### config.mk
export PLATFORM = sky130hd
export DESIGN_NAME = sorted_list_insert_remove_search
export DESIGN_NICKNAME = d
export VERILOG_FILES = /design/src/sv/sortlist_pkg.sv /design/src/sv/sortlist_ram.sv /design/src/sv/sorted_list_insert_remove_search.sv
export VERILOG_INCLUDE_DIRS = /design/src /design/src/sv
export SDC_FILE = /design/constraint.sdc
export NUM_CORES = 1
export LEC_CHECK = 0
export BUFFER_PORTS_ARGS = -buffer_cell sky130_fd_sc_hd__buf_4
export CAP_MARGIN = 0
export CORE_MARGIN = 4
export CORE_UTILIZATION = 40
export DETAILED_ROUTE_END_ITERATION = 16
export SYNTH_ARGS = -nofsm -noshare
export SYNTH_HDL_FRONTEND = slang
export SYNTH_HIERARCHICAL = 1
export SYNTH_SLANG_ARGS = --single-unit
### constraint.sdc
create_clock -name i_clk -period 9.35 [get_ports i_clk]
set_input_delay 0 -clock i_clk [delete_from_list [all_inputs] [get_ports i_clk]]
set_output_delay 0 -clock i_clk [all_outputs]
set_load 0.01 [all_outputs]
### src/sv/assert_macros.svh
// Assertion macros included by the sorted-list RTL.
`ifndef ASSERT_MACROS_SVH
`define ASSERT_MACROS_SVH

`ifndef SYNTH
`define ASSERT_SYNC(lbl, clk, rst_n, prop) \
    lbl: assert property (@(posedge clk) disable iff (!rst_n) prop) \
        else $error("assertion failed");
`define ASSERT_NEVER(lbl, clk, rst_n, expr) \
    lbl: assert property (@(posedge clk) disable iff (!rst_n) !(expr)) \
        else $error("forbidden condition seen");
`else
`define ASSERT_SYNC(lbl, clk, rst_n, prop)
`define ASSERT_NEVER(lbl, clk, rst_n, expr)
`endif

`endif

### src/sv/sortlist_pkg.sv
`default_nettype none

package sortlist_pkg;

    localparam int CAPACITY = 16;
    localparam int IDX_W    = $clog2(CAPACITY);
    localparam int CNT_W    = $clog2(CAPACITY + 1);
    localparam int POS_W    = 4;
    localparam int OUT_CW   = 5;

    localparam logic [1:0] OP_INSERT = 2'd0;
    localparam logic [1:0] OP_REMOVE = 2'd1;
    localparam logic [1:0] OP_SEARCH = 2'd2;

    localparam logic [1:0] ST_OK        = 2'd0;
    localparam logic [1:0] ST_NOT_FOUND = 2'd1;
    localparam logic [1:0] ST_FULL      = 2'd2;

    typedef struct packed {
        logic [1:0]         opcode;
        logic signed [31:0] value;
    } t_cmd;

    typedef struct packed {
        logic [1:0]        status;
        logic [POS_W-1:0]  position;
        logic [OUT_CW-1:0] count;
    } t_res;

endpackage

`default_nettype wire

### src/sv/sortlist_ram.sv
`default_nettype none

module sortlist_ram #(
    parameter int WIDTH = 32,
    parameter int DEPTH = 16
) (
    input  wire logic                     i_clk,
    input  wire logic                     i_we,
    input  wire logic [$clog2(DEPTH)-1:0] i_waddr,
    input  wire logic [WIDTH-1:0]         i_wdata,
    input  wire logic [$clog2(DEPTH)-1:0] i_raddr,
    output logic      [WIDTH-1:0]         o_rdata
);

    logic [WIDTH-1:0] r_mem [DEPTH];

    always_ff @(posedge i_clk) begin
        if (i_we) begin
            r_mem[i_waddr] <= i_wdata;
        end
        o_rdata <= r_mem[i_raddr];
    end

endmodule

`default_nettype wire

### src/sv/sorted_list_insert_remove_search.sv
// Sorted list of up to CAPACITY signed 32-bit values in ascending order.
// A command beat (opcode and value on i_cmd) is taken at a clock edge where
// start is high and busy is low. Insert places the value after equal
// entries, remove deletes the first match, and search reports the first
// match; an unused opcode acts as a search. Each command yields exactly one
// result beat on o_res, marked by o_done for a single cycle; the receiver
// cannot stall it, and the next command may be taken in that same cycle.
// Entries live in a one-port-write, one-port-read RAM with registered read,
// and one comparator walks them. A scan reads and then compares each entry
// visited (S_RD, S_CMP), and the following shift reads and writes each
// entry moved (S_SH_RD, S_SH_WR), ending in a closing S_SH_RD step. The
// result beat comes in the same cycle that busy falls; an insert into a full
// list, or any operation on an empty list, never raises busy and its result
// beat comes in the cycle after the command.
// Reset clears the entry count; the RAM needs no clearing since only
// entries below the count are ever used.
`default_nettype none

module sorted_list_insert_remove_search
    import sortlist_pkg::*;
(
    input  wire logic i_clk,
    input  wire logic i_rst_n,
    input  wire logic start,
    input  wire t_cmd i_cmd,
    output logic      busy,
    output logic      o_done,
    output t_res      o_res
);

    `include "assert_macros.svh"

    localparam logic [2:0] S_IDLE  = 3'd0;
    localparam logic [2:0] S_RD    = 3'd1;
    localparam logic [2:0] S_CMP   = 3'd2;
    localparam logic [2:0] S_SH_RD = 3'd3;
    localparam logic [2:0] S_SH_WR = 3'd4;

    logic [2:0]         r_state, n_state;
    logic [CNT_W-1:0]   r_count, n_count;
    logic [IDX_W-1:0]   r_idx, n_idx;
    logic [IDX_W-1:0]   r_pos, n_pos;
    logic [IDX_W-1:0]   r_j, n_j;
    logic [1:0]         r_op, n_op;
    logic signed [31:0] r_val, n_val;
    logic               r_done, n_done;
    t_res               r_res, n_res;

    logic               ram_we;
    logic [IDX_W-1:0]   ram_waddr;
    logic [31:0]        ram_wdata;
    logic [IDX_W-1:0]   ram_raddr;
    logic [31:0]        ram_rdata;
    logic               is_ins;
    logic               last_idx;
    logic               last_j;

    sortlist_ram #(
        .WIDTH(32),
        .DEPTH(CAPACITY)
    ) u_ram (
        .i_clk  (i_clk),
        .i_we   (ram_we),
        .i_waddr(ram_waddr),
        .i_wdata(ram_wdata),
        .i_raddr(ram_raddr),
        .o_rdata(ram_rdata)
    );

    assign is_ins   = (r_op == OP_INSERT);
    assign last_idx = ({1'b0, r_idx} + CNT_W'(1)) == r_count;
    assign last_j   = ({1'b0, r_j} + CNT_W'(1)) == r_count;

    always_comb begin
        if (r_state == S_RD) begin
            ram_raddr = r_idx;
        end else if (is_ins) begin
            ram_raddr = r_j - IDX_W'(1);
        end else begin
            ram_raddr = r_j + IDX_W'(1);
        end
    end

    always_comb begin
        n_state   = r_state;
        n_count   = r_count;
        n_idx     = r_idx;
        n_pos     = r_pos;
        n_j       = r_j;
        n_op      = r_op;
        n_val     = r_val;
        n_done    = 1'b0;
        n_res     = r_res;
        ram_we    = 1'b0;
        ram_waddr = r_j;
        ram_wdata = ram_rdata;
        case (r_state)
            S_IDLE: begin
                if (start) begin
                    n_op  = i_cmd.opcode;
                    n_val = i_cmd.value;
                    n_idx = '0;
                    if (i_cmd.opcode == OP_INSERT) begin
                        if (r_count == CNT_W'(CAPACITY)) begin
                            n_done = 1'b1;
                            n_res  = '{ST_FULL, '0, OUT_CW'(r_count)};
                        end else if (r_count == '0) begin
                            ram_we    = 1'b1;
                            ram_waddr = '0;
                            ram_wdata = i_cmd.value;
                            n_count   = CNT_W'(1);
                            n_done    = 1'b1;
                            n_res     = '{ST_OK, '0, OUT_CW'(1)};
                        end else begin
                            n_state = S_RD;
                        end
                    end else if (r_count == '0) begin
                        n_done = 1'b1;
                        n_res  = '{ST_NOT_FOUND, '0, '0};
                    end else begin
                        n_state = S_RD;
                    end
                end
            end
            S_RD: begin
                n_state = S_CMP;
            end
            S_CMP: begin
                if (is_ins) begin
                    if ($signed(ram_rdata) > r_val) begin
                        n_pos   = r_idx;
                        n_j     = r_count[IDX_W-1:0];
                        n_state = S_SH_RD;
                    end else if (last_idx) begin
                        n_pos   = r_count[IDX_W-1:0];
                        n_j     = r_count[IDX_W-1:0];
                        n_state = S_SH_RD;
                    end else begin
                        n_idx   = r_idx + IDX_W'(1);
                        n_state = S_RD;
                    end
                end else if (ram_rdata == r_val) begin
                    if (r_op == OP_REMOVE) begin
                        n_pos   = r_idx;
                        n_j     = r_idx;
                        n_state = S_SH_RD;
                    end else begin
                        n_done  = 1'b1;
                        n_res   = '{ST_OK, POS_W'(r_idx), OUT_CW'(r_count)};
                        n_state = S_IDLE;
                    end
                end else if (last_idx) begin
                    n_done  = 1'b1;
                    n_res   = '{ST_NOT_FOUND, '0, OUT_CW'(r_count)};
                    n_state = S_IDLE;
                end else begin
                    n_idx   = r_idx + IDX_W'(1);
                    n_state = S_RD;
                end
            end
            S_SH_RD: begin
                if (is_ins) begin
                    if (r_j == r_pos) begin
                        ram_we    = 1'b1;
                        ram_waddr = r_pos;
                        ram_wdata = r_val;
                        n_count   = r_count + CNT_W'(1);
                        n_done    = 1'b1;
                        n_res     = '{ST_OK, POS_W'(r_pos), OUT_CW'(n_count)};
                        n_state   = S_IDLE;
                    end else begin
                        n_state = S_SH_WR;
                    end
                end else if (last_j) begin
                    n_count = r_count - CNT_W'(1);
                    n_done  = 1'b1;
                    n_res   = '{ST_OK, POS_W'(r_pos), OUT_CW'(n_count)};
                    n_state = S_IDLE;
                end else begin
                    n_state = S_SH_WR;
                end
            end
            S_SH_WR: begin
                ram_we    = 1'b1;
                ram_waddr = r_j;
                ram_wdata = ram_rdata;
                if (is_ins) begin
                    n_j = r_j - IDX_W'(1);
                end else begin
                    n_j = r_j + IDX_W'(1);
                end
                n_state = S_SH_RD;
            end
            default: begin
                n_state = S_IDLE;
            end
        endcase
    end

    always_ff @(posedge i_clk) begin
        if (!i_rst_n) begin
            r_state <= S_IDLE;
            r_count <= '0;
            r_done  <= 1'b0;
        end else begin
            r_state <= n_state;
            r_count <= n_count;
            r_done  <= n_done;
        end
        r_idx <= n_idx;
        r_pos <= n_pos;
        r_j   <= n_j;
        r_op  <= n_op;
        r_val <= n_val;
        r_res <= n_res;
    end

    assign busy   = (r_state != S_IDLE);
    assign o_done = r_done;
    assign o_res  = r_res;

    `ASSERT_NEVER(a_count_bound, i_clk, i_rst_n, r_count > CNT_W'(CAPACITY))
    `ASSERT_SYNC(a_count_moves_with_result, i_clk, i_rst_n, !$stable(r_count) |-> o_done)
    `ASSERT_SYNC(a_done_has_cause, i_clk, i_rst_n, o_done |-> $past(busy) || $past(start))
    `ASSERT_SYNC(a_full_count, i_clk, i_rst_n,
        (o_done && o_res.status == ST_FULL) |-> o_res.count == OUT_CW'(CAPACITY))

endmodule

`default_nettype wire

==> results of run 1 <==
## what timing repair did
action,in CTS,in global routing
hold buffers,37,0
endpoints found under the hold margin,47,0
buffers inserted,0,0
## stage by stage
step,utilization (%),cells,setup WS (ns)
final,46.8,2274,4.27
after global routing,46.8,2274,4.00
after CTS,46.8,2274,4.18
after detailed placement,42.8,2124,4.20
after global placement,42.8,2124,4.33
after floorplan,-,1334,4.03
## power groups by stage
stage,Clock [mW],Sequential [mW],Combinational (mW)
floorplan,0,3.35,0.523
global placement,0,3.38,0.766
detailed placement,0,3.38,0.791
CTS,2.53,3.32,0.806
global route,2.64,3.33,0.881
finish,2.47,3.32,0.790
## cell type report
class	count	area [sq um]
clock buffer	86	1720
tap	782	978
fill	5101	32300
sequential	610	17900
multi-input combinational	614	6270
inverter	44	178
clock inverter	27	334
timing repair buffer	111	938
## per-layer routing
metal | track usage (%) | wire [um] | vias up
met2 | 27.0 | 26700 | 357
met5 | 0 | 0 | -
met3 | 2.50 | 3120 | 71
met1 | 24.8 | 24900 | 6739
li1 | - | - | 5567
met4 | 3.98 | 982 | 0
## registers in the layout, summed over array words and instances, names as in the netlist
signal	flops
o_done	1
u_ram/r_mem	512
o_res	11
r_val	32
u_ram/o_rdata	32
r_count	5
r_op	2
r_idx	4
r_state	3
r_pos	4
r_j	4
## Yosys cell counts (all sizes together), types with 2 or more instances
master  instances
inv            43
clkbuf         20
xnor2          14
edfxtp        569
nor3           12
a22o            5
nand2         128
a21o            8
and2            5
or2             3
nand3b          3
dfxtp          41
a22oi          97
nand2b          5
o21ai          19
nor2b           8
buf            46
fa              2
a211oi          3
o211ai          2
mux2i           5
nor2           39
mux2            5
mux4          128
and3b           2
a21oi          26
a31oi           4
nand3          12
and3            4
nand4           7
ha             39
a32o            2
nor4            3
xor2            8
## worst max path at each step
stage	to	slack, ns	cells after the start
final	u_ram/r_mem[10][23]$_DFFE_PP_	4.27	8
after CTS	u_ram/r_mem[6][4]$_DFFE_PP_	4.18	7
after global routing	u_ram/r_mem[6][5]$_DFFE_PP_	4.00	7
after detailed placement	u_ram/r_mem[10][20]$_DFFE_PP_	4.20	8
after global placement	u_ram/r_mem[6][12]$_DFFE_PP_	4.33	7
after floorplan	u_ram/r_mem[0][0]$_DFFE_PP_	4.03	11
## cells in the final DEF (no fill, tap or decap), drive strengths merged, types with 6 or more instances in the layout
| cell type | Yosys | layout |
|---|---|---|
| mux4 | 128 | 128 |
| clkinv | 1 | 19 |
| buf | 46 | 74 |
| bufinv | 0 | 6 |
| a21o | 8 | 8 |
| nor2b | 8 | 8 |
| nand2 | 128 | 128 |
| edfxtp | 569 | 569 |
| o21ai | 19 | 19 |
| nand3 | 12 | 12 |
| inv | 43 | 44 |
| clkbuf | 20 | 86 |
| nor3 | 12 | 12 |
| xnor2 | 14 | 14 |
| nor2 | 39 | 39 |
| xor2 | 8 | 8 |
| a21oi | 26 | 26 |
| dlygate4sd3 | 0 | 37 |
| dfxtp | 41 | 41 |
| ha | 39 | 39 |
| nand4 | 7 | 7 |
| a22oi | 97 | 97 |
## kinds of logic after synthesis
family	synth area share (%)
adder cells (fa/ha/maj)	2.15
flip-flops	72.9
multiplexers	12.2
XOR/XNOR	0.785
buffers and inverters	2.21
AO/OA/AOI/OAI	5.16
AND/OR/NAND/NOR	4.56
## worst max-delay path: stages (launching register included)
cell	delay, ns
dfxtp_1	0.40
nor2_1	0.22
nand3b_1	0.18
inv_2	0.80
and3_2	1.12
nor2_1	0.36
nand2b_1	0.44
nor2_4	0.71
buf_4	0.47
==> summary.txt, run 1 <==
Pwr
  – LEAKAGE: around 9.6 nW
  – Clock power share: a little under two fifths
  – VDD IR max: 0.166 mV
  – Reg power frac: 50.5%
  – P_int: 4.98 mW
  – NetSw: roughly 1.6 mW
  – Sw Share: 24.3%
  – Pwr per Cell Area: about 230 mW/mm^2
  – Power Total: 6.58 mW
  – Combinational power share: 12.0%

STA
  – TNS Setup: 0 ns
  – Worst Skew: 0.0269 ns
  – Pins Over Slew Limit: 0
  – Fin. Hold Viols: 0
  – RSZ-0062 raised after global routing: false
  – Period utilization: between 50% and 60%
  – Setup violators final: 0
  – Fmax: between 0.15 and 0.2 GHz
  – Slew margin rel.: 12.5%
  – Worst slew pin tran: 1.31 ns
  – Hold Slack: between 0.1 and 0.15 ns
  – Tmin final: 5.08 ns

Synth
  – Async SR Flop Fraction: 0%
  – Yosys top cell area share: between 60% and 70%
  – Number of enable flip-flop cells after synthesis: about 570
  – Top post-synthesis cells by area: edfxtp_1 (70%), mux4_2 (12%), dfxtp_1 (3.3%)
  – Syn nets: approximately 1400
  – Mapped Cells: 1334
  – Synthesized area: between 0.02 and 0.025 sq mm
  – Largest area contributor in the netlist: edfxtp_1
  – Synth Register Bits: 610
  – Seq/Total Area, Yosys: between 70% and 80%
  – Synth Flop Type: edfxtp_1
  – Yosys warns: 6
  – Distinct cells, synth: 68
  – Post-synthesis average cell area: around 18 sq um

Clock tree
  – TritonCTS buffer count: 60
  – Sink Count: 610
  – CTS clk-pin slew, worst paths: around 0.06 ns
  – Clk Latency, worst-skew pair: 0.63 ns
  – H-tree depth: 2
  – Clock Tree Buf Depth: 3
  – Post_cts resized: 0
  – CTS tree: done
  – Root Buffer Master: clkbuf_16

Global route
  – GRT Total Usage: about 17%
  – Antenna violations before repair: 0
  – GRT overflow: 0
  – First-pass GRT wire length: between 80000 and 90000 um
  – Largest net degree at the start of global routing: between 100 and 150
  – Vias in the first global route: between 10000 and 15000

Run status
  – Status: complete, no violations

Floorplan
  – Die height: between 200 and 300 um
  – Ports: 50
  – Initial Utilization: 40.5%
  – Core footprint: slightly above 0.06 sq mm
  – Die W: approximately 260 um
  – DIE AREA: between 0.06 and 0.07 sq mm
  – Rows: 90

Placed design
  – IO Port Bufs: 49
  – Placed inst area: ~0.026 sq mm
  – GPL Wtd Cong: 0.763
  – DPL Wire Length: between 30000 and 40000 um

Route
  – Final wirelength: 55700 um
  – Routed vias: 12734
  – DRT Pass-1 Iters: 5
  – Wire per inst: approximately 25 um
  – Vias/cell: 5.60
  – DRC marker count from the first detailed-route iteration: 1079
  – DRC: 0
  – ANT nets after route: 0

Hold path
  – Hold Path Depth: 2
  – Hold_sp: i_cmd[26]
  – WHS Endpoint: r_val[26]$_DFFE_PP_
  – Hold Path Class: input pin to flop

Critical path
  – Setup crit start kind: flop
  – Crit. Startpoint: r_state[0]$_SDFFE_PN0P_
  – End of the worst register-to-register path: u_ram/r_mem[10][23]$_DFFE_PP_
  – WP data arrival: about 5.4 ns
  – Crit-path max FO: 37
  – Reg-to-reg critical path startpoint: r_state[0]$_SDFFE_PN0P_
  – R2R Setup Slk: roughly 4.3 ns
  – Worst path required time: ~9.6 ns
  – Worst-case reg-to-reg path depth: 8
  – Crit Path Class: flop to flop
  – Nature of the critical path endpoint: flop

Cells and area
  – Number of diodes: 0
  – Share of layout cells above drive strength 1: a little under a quarter
  – Finished Cell Area: between 0.02 and 0.03 sq mm
  – Area Overhead vs Synth: 15.3%
  – Total Nets Final: ~1500

Job
  – Max-capacitance violation count: 0
No activity file was read; power rests on OpenSTA's default activity.
==> run 2, diff against run 1 <==
Clock period 9.35 ns to 4.85 ns, I/O delays scaled along.
==> run 2 against run 1 <==
Total power rose by 98%; cell count rose by 0.70%; sequential power rose by 93%; utilization rose by 0.88 points; setup slack got worse by 3.6 ns; first-iteration DRC count fell by 2.2%; via count barely moved; combinational power rose by 96%; hold slack improved by 0.0042 ns; non-clock buffer count rose by 15.
==> summary.txt, run 2 (same netlist as run 1, synthesis figures left out) <==
Cells and area
  – Area Overhead vs Synth: 17.5%
  – Top flop regs: u_ram/r_mem: 512 flops, r_val: 32 flops, u_ram/o_rdata: 32 flops
  – Most frequent cells in the layout: edfxtp_1 (569), mux4_2 (128), nand2_1 (127), a22oi_1 (97), buf_4 (70)
  – Number of diodes: 0
  – Commonest non-fill, non-tap cell in the layout: edfxtp_1
  – Total Nets Final: approximately 1500
  – Reg with most FFs: u_ram/r_mem
  – Share of layout cells above drive strength 1: about 25%
  – Finished Cell Area: 0.0289 sq mm
  – Max FFs per register: 512

Critical path
  – Setup crit start kind: flop
  – Worst path required time: about 5.2 ns
  – CP max stage cell: nor3_4
  – WP data arrival: ~4.5 ns
  – Crit. Startpoint: r_count[1]$_SDFFE_PN0P_
  – Reg-to-reg critical path startpoint: r_count[1]$_SDFFE_PN0P_
  – Crit Path Class: flop to flop
  – Crit-path cells: or4_4 > nor3_2 > and3_2 > nor2_4 > nand2_1 > or3b_2 > nor3_4 > buf_4
  – CP peak stage delay: ~0.63 ns
  – Crit-path max FO: 33
  – Nature of the critical path endpoint: flop
  – R2R Setup Slk: roughly 0.66 ns

Clock tree
  – CTS clk-pin slew, worst paths: 0.06 ns
  – Number of setup buffers added after CTS: 0
  – Root Buffer Master: clkbuf_16
  – CTS tree: done
  – Clock Tree Buf Depth: 3
  – TritonCTS buffer count: 60
  – Sink Count: 610
  – Clk Latency, worst-skew pair: 0.63 ns
  – H-tree depth: 2

STA
  – Tmin final: around 4.2 ns
  – Worst slew pin tran: 0.992 ns
  – RSZ-0062 raised after global routing: false
  – Slew margin rel.: around a third
  – TNS Setup: 0 ns
  – Fmax: about 0.24 GHz
  – Pins Over Slew Limit: 0
  – Setup violators final: 0
  – Worst Skew: 0.0289 ns
  – Period utilization: roughly 86%
  – Setup WS post-layout: around 0.66 ns
  – Fin. Hold Viols: 0

Floorplan
  – Rows: 90
  – Initial Utilization: between 40 and 50%
  – Die height: around 260 um
  – Core footprint: slightly above 0.06 sq mm
  – Ports: 50
  – DIE AREA: around 0.065 sq mm
  – Die W: around 260 um

Route
  – ANT nets after route: 0
  – DRC marker count from the first detailed-route iteration: about 1100
  – Wire per inst: approximately 24 um
  – DRC: 0
  – DRT Pass-1 Iters: 5
  – Final wirelength: 55800 um
  – Vias/cell: around 5.6
  – Routed vias: about 13000

Placed design
  – GPL Wtd Cong: around 0.84
  – IO Port Bufs: just under 50
  – Place WS: around 0.66 ns
  – DPL Wire Length: around 34000 um
  – Placed inst area: 0.0263 sq mm

Pwr
  – LEAKAGE: around 10 nW
  – VDD IR max: approximately 0.33 mV
  – Pwr per Cell Area: 452 mW/mm^2

Global route
  – Antenna violations before repair: 0
  – First-pass GRT wire length: 84500 um
  – GRT Total Usage: 17.0%
  – GRT overflow: 0
  – Largest net degree at the start of global routing: 47
  – Vias in the first global route: 13102

Hold path
  – Hold_sp: i_cmd[23]
  – Hold Path Class: input pin to flop

Run status
  – Status: complete, no violations

Job
  – Max-capacitance violation count: 0
==> run 2: cell count changes in the layout (fill, tap and decap cells not counted), moves of 2 or more <==
cell and change:
clkinv_2 -2, inv_6 +2, clkinvlp_4 +5, clkinv_1 +3, nor3_2 -4, buf_4 -3
clkinv_4 -2, bufinv_16 +5, buf_12 +18, clkbuf_1 -12, nor3_4 +4
==> run 2: through the flow <==
step                      cells  utilization [%]  hold WS [ns]  power [mW]
after floorplan            1334                -        0.0989        7.47
after global placement     2139             43.3         0.198        8.01
after detailed placement   2139             43.3         0.196        8.06
after CTS                  2290             47.6        0.0799        13.2
after global routing       2290             47.6         0.108        13.6
final                      2290             47.6         0.117        13.0
==> run 2: cell type report <==
type                            count  area, sq um
Fill cell                        5023        31700
Sequential cell                   610        17900
Multi-Input combinational cell    614         6290
Clock buffer                       76         1710
Timing Repair Buffer              126         1280
Tap cell                          782          978
Clock inverter                     38          513
Inverter                           44          178
==> run 2: path summary, 6_finish.rpt <==
check | cells after the start | endpoint
worst min register to register | 1 | o_done$_SDFF_PN0_
worst max register to register | 8 | u_ram/r_mem[0][15]$_DFFE_PP_
worst min-delay path | 2 | r_val[23]$_DFFE_PP_
worst max-delay path | 8 | u_ram/r_mem[0][15]$_DFFE_PP_
==> run 2: routing by layer <==
layer	global-route usage [%]	up-vias	routed length [um]
met2	27.8	369	27100
met4	4.66	0	1250
met5	0	-	0
li1	-	5596	-
met3	2.25	80	3120
met1	24.2	6683	24400
==> run 2: worst max-delay path, delay by kind of cell, from the launching register on <==
family                 cells  cell delay [ns]
AND/OR/NAND/NOR            7             3.15
flip-flops                 1             0.42
buffers and inverters      1             0.32
==> run 2: where the power goes <==
| part | internal, mW | switching [mW] |
|---|---|---|
| clock | 3.09 | 1.99 |
| sequential | 6.31 | 0.100 |
| combinational | 0.529 | 1.02 |
| total | 9.93 | 3.11 |
==> run 2: repair_timing <==
action / CTS / global route
hold endpoints to repair: 47 / 0
gates resized for setup: 0 / 0
hold buffers: 37 / 0
==> run 3, diff against run 2 <==
Settings changed: CELL_PAD_IN_SITES_DETAIL_PLACEMENT set to 0, CELL_PAD_IN_SITES_GLOBAL_PLACEMENT set to 1, PLACE_DENSITY_LB_ADDON set to 0.1.
==> run 3 against run 2 <==
Sequential share of layout area increased by 0.55 points; non-clock buffer count decreased by 2; first-iteration DRC count decreased by 5.2%; cell count increased by 0.31%.
==> summary.txt, run 3 (same netlist as run 1, synthesis figures left out) <==
Clock tree
  – CTS tree: done
  – Clk Latency, worst-skew pair: between 0.5 and 0.6 ns
  – CTS clk-pin slew, worst paths: 0.05 ns
  – Post_cts resized: 0
  – H-tree depth: 3
  – Clock Tree Buf Depth: 3
  – # hold bufs at CTS: 37
  – Number of setup buffers added after CTS: 0
  – TritonCTS buffer count: between 60 and 70
  – Sink Count: 610
  – Root Buffer Master: clkbuf_16

STA
  – Fin. Hold Viols: 0
  – Worst Skew: 0.0150 ns
  – Worst slew pin tran: 0.878 ns
  – TNS Setup: 0 ns
  – Period utilization: 78.9%
  – Setup violators final: 0
  – Pins Over Slew Limit: 0
  – Fmax: 0.261 GHz
  – RSZ-0062 raised after global routing: false
  – Slew margin rel.: between 40% and 50%
  – Tmin final: between 3 and 4 ns

Critical path
  – Nature of the critical path endpoint: flop
  – CP peak stage delay: 0.66 ns
  – Crit-path max FO: 32
  – Crit-path cells: or4_4 > nor3_2 > and3_2 > nor2_1 > nand2b_1 > nor2_4 > buf_4
  – CP max stage cell: and3_2
  – Critical Path End: u_ram/r_mem[6][18]$_DFFE_PP_
  – Setup crit start kind: flop
  – Worst-case reg-to-reg path depth: 7
  – R2R Setup Slk: 1.02 ns
  – End of the worst register-to-register path: u_ram/r_mem[6][18]$_DFFE_PP_
  – Worst path required time: 5.06 ns
  – Crit Path Class: flop to flop
  – Crit. Startpoint: r_count[1]$_SDFFE_PN0P_
  – WP data arrival: 4.04 ns
  – Reg-to-reg critical path startpoint: r_count[1]$_SDFFE_PN0P_

Cells and area
  – Top flop regs: u_ram/r_mem: 512 flops, r_val: 32 flops, u_ram/o_rdata: 32 flops
  – Most frequent cells in the layout: edfxtp_1 (569), mux4_2 (128), nand2_1 (127), a22oi_1 (97), buf_4 (74)
  – Finished Cell Area: 0.0286 sq mm
  – Max FFs per register: around 510
  – Total Nets Final: 1540
  – Share of layout cells above drive strength 1: 23.7%
  – Reg with most FFs: u_ram/r_mem
  – Commonest non-fill, non-tap cell in the layout: edfxtp_1
  – Area Overhead vs Synth: 16.5%
  – Layout Utilization: a little under half
  – Non-Filler Instances: 2297

Route
  – ANT nets after route: 0
  – DRT Pass-1 Iters: 5
  – Vias/cell: ~5.5
  – Wire per inst: around 26 um
  – Final wirelength: about 59000 um
  – Routed vias: ~13000
  – DRC marker count from the first detailed-route iteration: 1000
  – DRC: 0

Placed design
  – Placed inst area: approximately 0.026 sq mm
  – Placed Cells: approximately 2100
  – IO Port Bufs: a little under 50
  – DPL Wire Length: 33700 um
  – GPL Wtd Cong: between 0.7 and 0.8

Floorplan
  – Core footprint: 0.0606 sq mm
  – Ports: 50
  – Die W: approximately 260 um
  – Initial Utilization: between 40% and 50%
  – Die height: about 260 um
  – Rows: 90
  – DIE AREA: roughly 0.065 sq mm

Pwr
  – LEAKAGE: about 9.7 nW
  – VDD IR max: about 0.34 mV
  – Pwr per Cell Area: between 400 and 500 mW/mm^2
  – Power Total: around 13 mW

Hold path
  – Hold Path Class: input pin to flop

Global route
  – Antenna violations before repair: 0
  – Largest net degree at the start of global routing: 97
  – Vias in the first global route: around 13000
  – GRT Total Usage: a little under a fifth
  – First-pass GRT wire length: 88600 um
  – GRT overflow: 0

Job
  – Max-capacitance violation count: 0

Run status
  – Status: complete, no violations
==> run 3: where the power goes <==
part / leakage, nW / total, mW / switching, mW / internal, mW
registers: 5.53 / 6.40 / 0.0956 / 6.31
clock network: 0.999 / 4.76 / 1.98 / 2.79
logic: 3.16 / 1.55 / 1.03 / 0.518
==> run 3: worst max-delay path: cells and delay by family (launching register included) <==
family	cells	cell delay (ns)
simple gates	6	2.47
buf+inv	1	0.55
flops	1	0.41
==> run 3: per-stage QoR <==
| step | worst slack, ns | hold slack, ns |
|---|---|---|
| 6_report | 1.02 | 0.148 |
| 5_1_grt | 0.838 | 0.124 |
| 4_1_cts | 0.995 | 0.105 |
| 3_5_place_dp | 1.01 | 0.190 |
| 3_3_place_gp | 1.11 | 0.189 |
| 2_1_floorplan | 0.407 | 0.0989 |
==> run 3: how the worst min path moves through the flow <==
stage	slack, ns	endpoint	from	depth (start not counted)
global route	0.12	r_val[5]$_DFFE_PP_	i_cmd[5]	2
global placement	0.19	r_val[10]$_DFFE_PP_	i_cmd[10]	1
CTS	0.11	r_val[10]$_DFFE_PP_	i_cmd[10]	2
floorplan	0.1	r_op[0]$_DFFE_PP_	i_cmd[32]	0
detailed placement	0.19	r_val[13]$_DFFE_PP_	i_cmd[13]	1
finish	0.15	r_val[5]$_DFFE_PP_	i_cmd[5]	2
==> run 3: metal layers <==
| layer | up-vias | track usage, % | wire (um) |
|---|---|---|---|
| li1 | 5621 | - | - |
| met2 | 251 | 29.5 | 28400 |
| met5 | - | 0 | 0 |
| met1 | 6660 | 26.0 | 27200 |
| met4 | 0 | 3.89 | 1010 |
| met3 | 75 | 3.27 | 2600 |
==> run 3: layout make-up <==
cell class | count | area, sq um
Inverter | 44 | 178
Clock buffer | 100 | 1910
Tap cell | 782 | 978
Sequential cell | 610 | 17900
Antenna cell | 1 | 2.50
Multi-Input combinational cell | 614 | 6290
Timing Repair Buffer | 124 | 1190
Clock inverter | 22 | 145
Fill cell | 5143 | 32000
